==> src/scm_ram.sv <==
// Generic synchronous RAM: one write port, two registered read ports.
`timescale 1ns / 1ps
module scm_ram #(
   parameter int WIDTH = 32,
   parameter int DEPTH = 16
) (
   input  logic                     clock,
   input  logic                     we,
   input  logic [$clog2(DEPTH)-1:0] waddr,
   input  logic [WIDTH-1:0]         wdata,
   input  logic                     re0,
   input  logic [$clog2(DEPTH)-1:0] raddr0,
   output logic [WIDTH-1:0]         rdata0,
   input  logic                     re1,
   input  logic [$clog2(DEPTH)-1:0] raddr1,
   output logic [WIDTH-1:0]         rdata1
);

   logic [WIDTH-1:0] mem_ff [DEPTH];

   always_ff @(posedge clock) begin
      if (we) begin
         mem_ff[waddr] <= wdata;
      end
      if (re0) begin
         rdata0 <= mem_ff[raddr0];
      end
      if (re1) begin
         rdata1 <= mem_ff[raddr1];
      end
   end

endmodule

==> config.mk <==
export PLATFORM = sky130hd
export DESIGN_NAME = scm_ram
export DESIGN_NICKNAME = d
export VERILOG_FILES = /design/src/scm_ram.sv
export SDC_FILE = /design/constraint.sdc
export NUM_CORES = 1
export LEC_CHECK = 0
export BUFFER_PORTS_ARGS = -buffer_cell sky130_fd_sc_hd__buf_4
export CORE_MARGIN = 2
export CORE_UTILIZATION = 50
export CTS_BUF_LIST = sky130_fd_sc_hd__clkbuf_4
export CTS_CLUSTER_DIAMETER = 80
export DETAILED_ROUTE_END_ITERATION = 12
export GPL_ROUTABILITY_DRIVEN = 1
export PLACE_DENSITY = 0.69
export SLEW_MARGIN = 15
export SYNTH_ARGS = -nofsm -noshare
export SYNTH_HDL_FRONTEND = slang
export SYNTH_SLANG_ARGS = --single-unit
==> constraint.sdc <==
create_clock -name clock -period 8.8 [get_ports clock]
set_input_delay 1.32 -clock clock [delete_from_list [all_inputs] [get_ports clock]]
set_output_delay 1.32 -clock clock [all_outputs]
set_load 0.01 [all_outputs]
==> flow_summary.json <==
{
  "path_clk_slew_ns": 0.06,
  "p_comb_frac": 0.080,
  "wl_per_cell_um": 29.33,
  "p_per_area_nw_per_um2": 202.7,
  "yosys-top-cells-area": "edfxtp_1 (70%), mux4_2 (23%), a22oi_1 (3.9%)",
  "r2r_end": "rdata1[7]",
  "vias": 13420,
  "area_growth_pct": 13.67,
  "arrival_ns": 4.01,
  "rr_worst_depth": 3,
  "tightest_slew_ns": 1.031,
  "status": "finished, final reports clean",
  "routed_wl_mm": 61.88,
  "switching_power_mw": 1.314,
  "drv_slew": 0,
  "synth_seq_cells": 576,
  "grt_pass1_vias": 14170,
  "grt_usage": 0.2502,
  "cts.repair.resized": 0,
  "final_net_count": 1393,
  "worstSetupEndpointType": "flip-flop",
  "p_seq_frac": 0.548,
  "cts_root_buffer": "clkbuf_4",
  "synth_cell_types": 16,
  "fin_skew_ns": 0.02657,
  "max_cap_viol_count": 0,
  "ys_warn_count": 0,
  "numCtsBuffers": 145,
  "core_um2": 48950,
  "portBuffers": 111,
  "overflow": 0,
  "slowest_delay_ns": 0.93,
  "synthesis.area_um2": 24830,
  "antenna_found_initial": 3,
  "h-tree-depth": 4,
  "fin_crit_sh": 0.3881,
  "clockBufferDepth": 3,
  "fmax_mhz": 292.8,
  "ys_seq_area_frac": 0.6966,
  "cts_tree": "done",
  "critPathKind": "primary input to flip-flop",
  "hp-class": "flip-flop to flip-flop",
  "ant_nets": 0,
  "worst-path-buf-inv": 2,
  "instances_no_fill": 2110,
  "setup_tns_ns": 0,
  "r2r-start": "mem_ff[11][7]",
  "clock_sinks": 576,
  "hold_path_end": "rdata1[28]",
  "syn_area_per_cell_um2": 21.76,
  "nFillCells": 3618,
  "cts_setup_buffers": 0,
  "p_leak_nw": 9.235,
  "worst-path-max-fanout": 79,
  "yosys.area.top_type": "edfxtp_1",
  "drive_gt1_frac": 0.4408,
  "startpoint": "raddr0[0]",
  "grt_pass1_wl_mm": 90.28,
  "period_minus_slack_ns": 3.415,
  "hold_buffers": 0,
  "r2r_slack_ns": 7.28,
  "numPlacedInstances": 1862,
  "die_y_um": 226.8,
  "drtIter0Drc": 1508,
  "die_width_um": 226.8,
  "startpoint_type": "primary input",
  "cpMaxStageDelayCell": "buf_4",
  "p_int_mw": 4.406,
  "synthCells": 1141,
  "grt_start_max_net_pins": 80,
  "die_area_um2": 51460,
  "synth_fp_nets": 1189,
  "start_util": 0.5072,
  "holdCritStartpoint": "mem_ff[15][28]",
  "drc": 0,
  "dp_hpwl_mm": 29.86,
  "hold_violations": 0,
  "path_delay_family": "buffers and inverters",
  "mostFrequentLayoutCells": "edfxtp_1 (576), mux4_2 (256), clkbuf_4 (197), buf_4 (141), a22oi_1 (128)",
  "setup_viol": 0,
  "worstHoldPathCells": 3,
  "ir_drop_mv": 0.07764,
  "rsz0062_at_grt": "no",
  "sw_frac_of_total": 0.2298,
  "power_frac_clock": 0.371,
  "total_power_mw": 5.720,
  "rows": 81,
  "dr.pass1.iters": 5,
  "io-pin-count": 112,
  "yosysTopAreaCellShare": 0.6966,
  "layout_commonest_cell": "edfxtp_1",
  "clkLatencyLatePin_ns": 0.85,
  "slew_headroom": 0.3128,
  "cp_cell_sequence": "clkbuf_8, buf_4, mux4_2, a22oi_1, nand2_1",
  "worstPathRequired_ns": 9.40,
  "vias_per_cell": 6.359,
  "place_congestion": 0.7235
}
==> power groups by stage <==
| stage | sequential [mW] | clock, mW | combinational [mW] |
|---|---|---|---|
| after global placement | 3.19 | 0 | 0.456 |
| after floorplan | 3.20 | 0 | 0.264 |
| after global routing | 3.14 | 2.31 | 0.490 |
| after CTS | 3.14 | 2.17 | 0.463 |
| after detailed placement | 3.19 | 0 | 0.462 |
| final | 3.14 | 2.12 | 0.460 |
==> worst max-delay path by stage <==
stage	to	slack, ns	depth (start not counted)
after floorplan	mem_ff[0][0]	4.30	2
after global placement	rdata0[19]	4.43	5
after detailed placement	rdata0[10]	4.43	5
after CTS	rdata0[18]	5.36	5
after global routing	rdata0[18]	5.10	5
final	rdata0[10]	5.38	5
==> cells by family (layout without fill, tap and decap cells) <==
group | after synthesis | in the layout | share of synthesized area
other | 0 | 1 | 0
DFF | 576 | 576 | 0.6966
muxes | 256 | 256 | 0.2322
buffers and inverters | 86 | 390 | 0.01653
and+or+nand+nor | 95 | 95 | 0.01592
AOI/OAI and AO/OA | 128 | 128 | 0.03870
==> Yosys cell counts <==
cell type,n
a22oi_1,128
and2_1,2
buf_1,13
buf_2,16
buf_4,18
clkbuf_1,39
edfxtp_1,576
mux4_2,256
nand2_1,65
nand2b_1,2
nand3_1,1
nand3b_1,2
nor2_1,14
nor2b_1,4
nor3_1,4
or3b_2,1
==> routing by layer <==
metal | share of wire | routed length (µm) | GRT usage | vias to the layer above
met5 | 0.00044 | 27 | 0 | -
li1 | - | - | - | 5527
met2 | 0.50 | 31100 | 0.4081 | 755
met4 | 0.021 | 1298 | 0.08956 | 4
met1 | 0.38 | 23550 | 0.3405 | 7021
met3 | 0.095 | 5904 | 0.04859 | 110
==> cell type report <==
class | instances | area [µm²] | area share
Clock buffer | 197 | 1479 | 0.05240
Multi-Input combinational cell | 479 | 7279 | 0.2579
Tap cell | 664 | 830.8 | 0.02944
Timing Repair Buffer | 143 | 1086 | 0.03848
Clock inverter | 50 | 247.7 | 0.008778
Sequential cell | 576 | 17300 | 0.6129
Antenna cell | 1 | 2.502 | 0.00008867
==> worst reg2reg max path, delay by kind of cell (launching register included) <==
family	cells	cell delay (ns)
multiplexers	1	0.48
flip-flops	1	0.39
AO/OA/AOI/OAI	1	0.26
AND/OR/NAND/NOR	1	0.13
==> through the flow <==
step / worst slack (ns) / utilization / hold WS (ns) / cell area, µm²
final: 5.385 / 0.5765 / 0.7497 / 28220
after global routing: 5.104 / 0.5765 / 0.7154 / 28220
after CTS: 5.358 / 0.5765 / 0.6828 / 28220
after detailed placement: 4.427 / 0.5412 / 0.7535 / 26490
after global placement: 4.429 / 0.5412 / 0.7423 / 26490
after floorplan: 4.300 / - / 0.7309 / 24830
==> state kept, by name (all words and copies together), names as in the netlist <==
name	flops
mem_ff	512
rdata0	32
rdata1	32
(Power assumes the default switching activity.)
