`src/scm_pkg.sv`:
```
// Shared types, constants and range checks for the stack machine interpreter.
`timescale 1ns / 1ps
package scm_pkg;

   localparam int CODE_DEPTH  = 1024;
   localparam int STACK_DEPTH = 512;
   localparam int CODE_AW     = $clog2(CODE_DEPTH);
   localparam int STACK_AW    = $clog2(STACK_DEPTH);
   localparam int TOP_W       = $clog2(STACK_DEPTH + 1);
   localparam int WORD_W      = 32;
   localparam int CALC_W      = WORD_W + 2;
   localparam int PCO_W       = 10;

   localparam logic signed [CALC_W-1:0] STACK_LIM = CALC_W'(STACK_DEPTH);
   localparam logic signed [CALC_W-1:0] CODE_LIM  = CALC_W'(CODE_DEPTH);

   localparam logic [1:0] CMD_LOAD    = 2'd0;
   localparam logic [1:0] CMD_EXEC    = 2'd1;
   localparam logic [1:0] CMD_RESTART = 2'd2;

   localparam logic [3:0] OP_LIT = 4'd0;
   localparam logic [3:0] OP_RET = 4'd1;
   localparam logic [3:0] OP_LOD = 4'd2;
   localparam logic [3:0] OP_STO = 4'd3;
   localparam logic [3:0] OP_CAL = 4'd4;
   localparam logic [3:0] OP_INT = 4'd5;
   localparam logic [3:0] OP_JMP = 4'd6;
   localparam logic [3:0] OP_JPC = 4'd7;
   localparam logic [3:0] OP_RED = 4'd8;
   localparam logic [3:0] OP_WRT = 4'd9;
   localparam logic [3:0] OP_ADD = 4'd10;
   localparam logic [3:0] OP_SUB = 4'd11;
   localparam logic [3:0] OP_DIV = 4'd12;
   localparam logic [3:0] OP_MUL = 4'd13;

   localparam logic [1:0] FAULT_NONE  = 2'd0;
   localparam logic [1:0] FAULT_DIV   = 2'd1;
   localparam logic [1:0] FAULT_STACK = 2'd2;
   localparam logic [1:0] FAULT_CODE  = 2'd3;

   typedef struct packed {
      logic [1:0]        command;
      logic [9:0]        load_address;
      logic [3:0]        load_opcode;
      logic              load_level;
      logic [WORD_W-1:0] load_operand;
      logic [WORD_W-1:0] read_value;
   } req_type;

   typedef struct packed {
      logic              write_valid;
      logic [WORD_W-1:0] write_value;
      logic              halted;
      logic [1:0]        fault;
      logic [PCO_W-1:0]  program_counter;
   } rsp_type;

   typedef struct packed {
      logic [3:0]        opcode;
      logic              level;
      logic [WORD_W-1:0] operand;
   } code_word_type;

   localparam int CODE_W = $bits(code_word_type);

   typedef enum logic [2:0] {
      S_CLR,
      S_IDLE,
      S_OPER,
      S_EXEC,
      S_CAL2,
      S_DIV,
      S_EMIT
   } state_type;

   function automatic logic in_stack(input logic signed [CALC_W-1:0] v);
      in_stack = (v >= 0) && (v < STACK_LIM);
   endfunction

   function automatic logic in_code(input logic signed [CALC_W-1:0] v);
      in_code = (v >= 0) && (v < CODE_LIM);
   endfunction

endpackage

```
`src/scm_div.sv`:
```
// Signed 32-bit restoring divider, one quotient bit per cycle.
`timescale 1ns / 1ps
module scm_div (
   input  logic                      clock,
   input  logic                      reset,
   input  logic                      start,
   input  logic [scm_pkg::WORD_W-1:0] dividend,
   input  logic [scm_pkg::WORD_W-1:0] divisor,
   output logic                      done,
   output logic [scm_pkg::WORD_W-1:0] quotient
);
   import scm_pkg::*;

   localparam int CNT_W = $clog2(WORD_W);

   logic [WORD_W-1:0] den_ff, den_in, quo_ff, quo_in, rem_ff, rem_in;
   logic              neg_ff, neg_in, busy_ff, busy_in, done_ff, done_in;
   logic [CNT_W-1:0]  cnt_ff, cnt_in;
   logic [WORD_W:0]   rem_sh, den_ext;
   logic              ge;

   always_comb begin
      rem_sh  = {rem_ff, quo_ff[WORD_W-1]};
      den_ext = {1'b0, den_ff};
      ge      = rem_sh >= den_ext;
      den_in  = den_ff;
      quo_in  = quo_ff;
      rem_in  = rem_ff;
      neg_in  = neg_ff;
      busy_in = busy_ff;
      cnt_in  = cnt_ff;
      done_in = 1'b0;
      if (start) begin
         den_in  = divisor[WORD_W-1] ? -divisor : divisor;
         quo_in  = dividend[WORD_W-1] ? -dividend : dividend;
         rem_in  = '0;
         neg_in  = dividend[WORD_W-1] ^ divisor[WORD_W-1];
         busy_in = 1'b1;
         cnt_in  = '0;
      end else if (busy_ff) begin
         rem_in = ge ? WORD_W'(rem_sh - den_ext) : WORD_W'(rem_sh);
         quo_in = {quo_ff[WORD_W-2:0], ge};
         cnt_in = cnt_ff + 1'b1;
         if (cnt_ff == CNT_W'(WORD_W - 1)) begin
            busy_in = 1'b0;
            done_in = 1'b1;
         end
      end
   end

   always_ff @(posedge clock) begin
      den_ff <= den_in;
      quo_ff <= quo_in;
      rem_ff <= rem_in;
      neg_ff <= neg_in;
      cnt_ff <= cnt_in;
      if (reset) begin
         busy_ff <= 1'b0;
         done_ff <= 1'b0;
      end else begin
         busy_ff <= busy_in;
         done_ff <= done_in;
      end
   end

   assign done     = done_ff;
   assign quotient = neg_ff ? -quo_ff : quo_ff;

endmodule

```
`config.mk`:
```
export PLATFORM = sky130hd
export DESIGN_NAME = scm_div
export DESIGN_NICKNAME = d
export VERILOG_FILES = /design/src/scm_pkg.sv /design/src/scm_div.sv
export SDC_FILE = /design/constraint.sdc
export NUM_CORES = 1
export LEC_CHECK = 0
export BUFFER_PORTS_ARGS = -buffer_cell sky130_fd_sc_hd__buf_2
export CELL_PAD_IN_SITES_DETAIL_PLACEMENT = 1
export CELL_PAD_IN_SITES_GLOBAL_PLACEMENT = 2
export CORE_MARGIN = 1
export CORE_UTILIZATION = 32
export DETAILED_ROUTE_END_ITERATION = 7
export GPL_TIMING_DRIVEN = 0
export PLACE_DENSITY = 0.78
export SETUP_SLACK_MARGIN = 0.2
export SLEW_MARGIN = 20
export SYNTH_ARGS = -nofsm -noshare
export SYNTH_HDL_FRONTEND = slang
export SYNTH_SLANG_ARGS = --single-unit
```
`constraint.sdc`:
```
create_clock -name clock -period 3.2 [get_ports clock]
set_input_delay 0.32 -clock clock [delete_from_list [all_inputs] [get_ports clock]]
set_output_delay 0.32 -clock clock [all_outputs]
set_load 0.1 [all_outputs]
```
==> qor.yml <==
status:
  outcome: "finished, violations left"
  violated_checks: "negative setup slack"
layout:
  post-route-cell-area_um2: 10000
  finish.cell_count_without_fillers: 1395
  syn2layout_area_growth_pct: 28.0
  nets: 1175
  drive_above_1_share_pct: 22.1
detailed_routing:
  detail_route.wl_per_cell_um: 18.0
  drcViolationCount: 0
  routed_wirelength_um: 25200
  vias: 7349
  routed_via_density: 5.27
  antenna_violation_net_count_after_detailed_routing: 0
  detail_route.first_pass.iterations: 4
  drt_iter0_drc: 407
placement:
  place.detailed.hpwl_um: 18900
  place_worst_setup_slack_ps: -982
  buffer_ports.inserted: 99
  dpl.cell_count: 1350
  finalWeightedCongestion: 0.830
  area_post_placement_um2: 8950
clock_network:
  clk_latency_ps: 360
  tritoncts: "yes"
  h-tree-depth: 3
  clock_tree.root_cell: "sky130_fd_sc_hd__clkbuf_16"
  clock_sink_count: 104
  cts.clk_slew.worst_paths_ps: 80
  cts_inserted_buffers: 9
  clk_path_buf_depth: 2
  postCtsHoldBufs: 0
worst_hold_path:
  hp-start: "reset"
  hold-path-endpoint: "busy_ff"
  min-delay-path-class: "in2reg"
  holdPathStages: 2
timing:
  report.final.setup_viol: 12
  timing.clock.skew_ps: 14.6
  clock.fmax_mhz: 262
  max_slew.worst_pin.slew_ps: 1020
  min_period_over_period_pct: 119
  setup_repair_after_global_routing_missed_its_margin: "yes"
  timing.final.crit_period_ps: 3820
  maxSlewHeadroom_pct: 31.7
  layout_setup_ws_ps: -616
  hold_viol_final: 0
  final_max_slew_viol_count: 0
  timing.setup.tns_ps: -4670
worst_setup_path:
  reg2reg_depth: 13
  cp.arrival_ps: 3500
  regToRegSetupSlack_ps: 360
  crit_fanout: 6
  category_of_the_worst_setup_path_launch_point: "flip-flop"
  critPathCaptureType: "output port"
  reg2reg_from: "den_ff[6]"
  rr_endpoint: "rem_ff[9]"
  timing.critical_path.required_ps: 2880
  setup.worst_path.class: "reg2out"
grt:
  globalRouteTotalUtil_pct: 20.6
  wire_length_of_the_first_global_routing_pass_um: 40000
  vias_in_the_first_global_route: 7475
  grt_overflow: 0
  antenna_violations_before_repair: 0
  grt_max_degree: 35
logic_synthesis:
  synthesis.nets: 1037
  ys.flop_type: "sky130_fd_sc_hd__edfxtp_1"
  netlist_instances: 932
  synth.lib_cells_used.distinct: 61
  post_synth.cell_area_avg_um2: 8.40
  ys_seq_area_share_pct: 34.9
  asyncSetResetFlopFracSynth_pct: 0
  synth-warning-count: 0
  ff_latch_count_synth: 104
  syn-cell-area_um2: 7830
  number_of_enable_type_register_cells_in_the_synthesized_netlist: 65
floorplanning:
  floorplan.die.height_um: 158
  fp-row-count: 56
  dieWidth_um: 158
  fp.coreArea_um2: 23800
  floorplan.die_area_um2: 25100
  starting_density_of_the_core_pct: 33.0
  boundaryPins: 100
power:
  total_leakage_power_nw: 3.94
  design_power_total_mw: 4.79
  power.density_nw_per_um2: 477
  worst_ir_drop_vdd_mv: 0.274
job:
  max-cap-violations: 0
[how the worst max path moves through the flow]
stage / from / slack (ps) / depth (start not counted) / endpoint
3_5_place_dp: den_ff[6] / -980 / 12 / rem_ff[27]
4_1_cts: quo_ff[13] / -720 / 8 / quotient[29]
3_3_place_gp: den_ff[6] / -890 / 12 / rem_ff[31]
5_1_grt: quo_ff[13] / -700 / 9 / quotient[31]
6_report: quo_ff[10] / -620 / 9 / quotient[31]
2_1_floorplan: quo_ff[12] / -150 / 7 / quotient[31]
[synth_stat cells (16+ instances only)]
| cell type | n | area share (%) |
|---|---|---|
| sky130_fd_sc_hd__ha_1 | 37 | 5.9 |
| sky130_fd_sc_hd__nor2_1 | 94 | 4.5 |
| sky130_fd_sc_hd__o21ai_0 | 70 | 4.5 |
| sky130_fd_sc_hd__dfxtp_1 | 39 | 10 |
| sky130_fd_sc_hd__a21oi_1 | 69 | 4.4 |
| sky130_fd_sc_hd__inv_1 | 51 | 2.4 |
| sky130_fd_sc_hd__nand3_1 | 17 | 1.1 |
| sky130_fd_sc_hd__xor2_1 | 39 | 4.4 |
| sky130_fd_sc_hd__o31ai_1 | 23 | 2.2 |
| sky130_fd_sc_hd__a311oi_1 | 16 | 1.8 |
| sky130_fd_sc_hd__nand2_1 | 100 | 4.8 |
| sky130_fd_sc_hd__clkbuf_1 | 43 | 2.1 |
| sky130_fd_sc_hd__xnor2_1 | 75 | 8.4 |
| sky130_fd_sc_hd__edfxtp_1 | 65 | 25 |
[cell families (layout without fill, tap and decap cells)]
family / after synthesis / after routing / synth area share [%]
and+or+nand+nor: 314 / 314 / 19.3
AOI/OAI and AO/OA: 252 / 252 / 20.7
xor gates and xnor gates: 114 / 114 / 12.7
DFF: 104 / 104 / 34.9
buffers and inverters: 99 / 242 / 4.79
adders and majority gates: 38 / 38 / 6.17
muxes: 11 / 11 / 1.42
other: 0 / 1 / 0
[metrics by stage]
step / utilization [%] / hold slack (ps)
after floorplan: - / 392
after global placement: 37.7 / 462
after detailed placement: 37.7 / 467
after CTS: 41.0 / 117
after global routing: 42.2 / 132
final: 42.2 / 129
[critical path, stage by stage, from the launching register on]
cell,delay [ps]
sky130_fd_sc_hd__edfxtp_1,490
sky130_fd_sc_hd__or4_4,460
sky130_fd_sc_hd__or3_4,380
sky130_fd_sc_hd__or4_4,430
sky130_fd_sc_hd__or3_4,360
sky130_fd_sc_hd__or2_4,270
sky130_fd_sc_hd__buf_6,130
sky130_fd_sc_hd__o31ai_4,250
sky130_fd_sc_hd__xnor2_4,160
sky130_fd_sc_hd__buf_12,190
[power breakdown]
part	switching [mW]	total (mW)	internal, mW
logic	1.34	1.96	0.620
clock network	0.592	1.15	0.554
registers	0.118	1.68	1.56
[cell usage in the layout, fill, tap and decap left out, drive strengths merged, types with 15 or more instances in the layout]
cell type and count:
inv 56, nand3 17, xnor2 75, nand2 100, clkbuf 48, edfxtp 65, o41ai 15, dfxtp 39
buf 135, o31ai 24, a311oi 16, or3 17, o21ai 72, ha 37, nor2 94, xor2 39
a21oi 69
[cell type report]
class	instances	area, um2
antenna	1	2.50
clock buffer	9	225
tap	319	399
multi-input combinational	729	5260
clock inverter	7	70.1
timing repair buffer	127	901
fill	2810	13700
inverter	51	191
buffer	48	244
sequential	104	2730
[sequential cells by signal, indices dropped and copies added (netlist names)]
| signal | cells |
|---|---|
| neg_ff | 1 |
| quo_ff | 32 |
| cnt_ff | 5 |
| done | 1 |
| busy_ff | 1 |
| rem_ff | 32 |
| den_ff | 32 |
[per-layer routing]
metal	global-route usage [%]	vias to the layer above	wire length, um
li1	-	3644	-
met1	28.4	3559	12400
met2	34.2	120	11600
met3	1.58	26	799
met4	6.59	0	435
met5	0	-	0
[repair_timing]
action / 4_1_cts / 5_1_grt
setup endpoints to repair: 49 / 53
resized for setup: 96 / 63
setup buffers: 21 / 7
pin swaps: 11 / 18
Note: power is estimated with default switching activity, not from simulation.
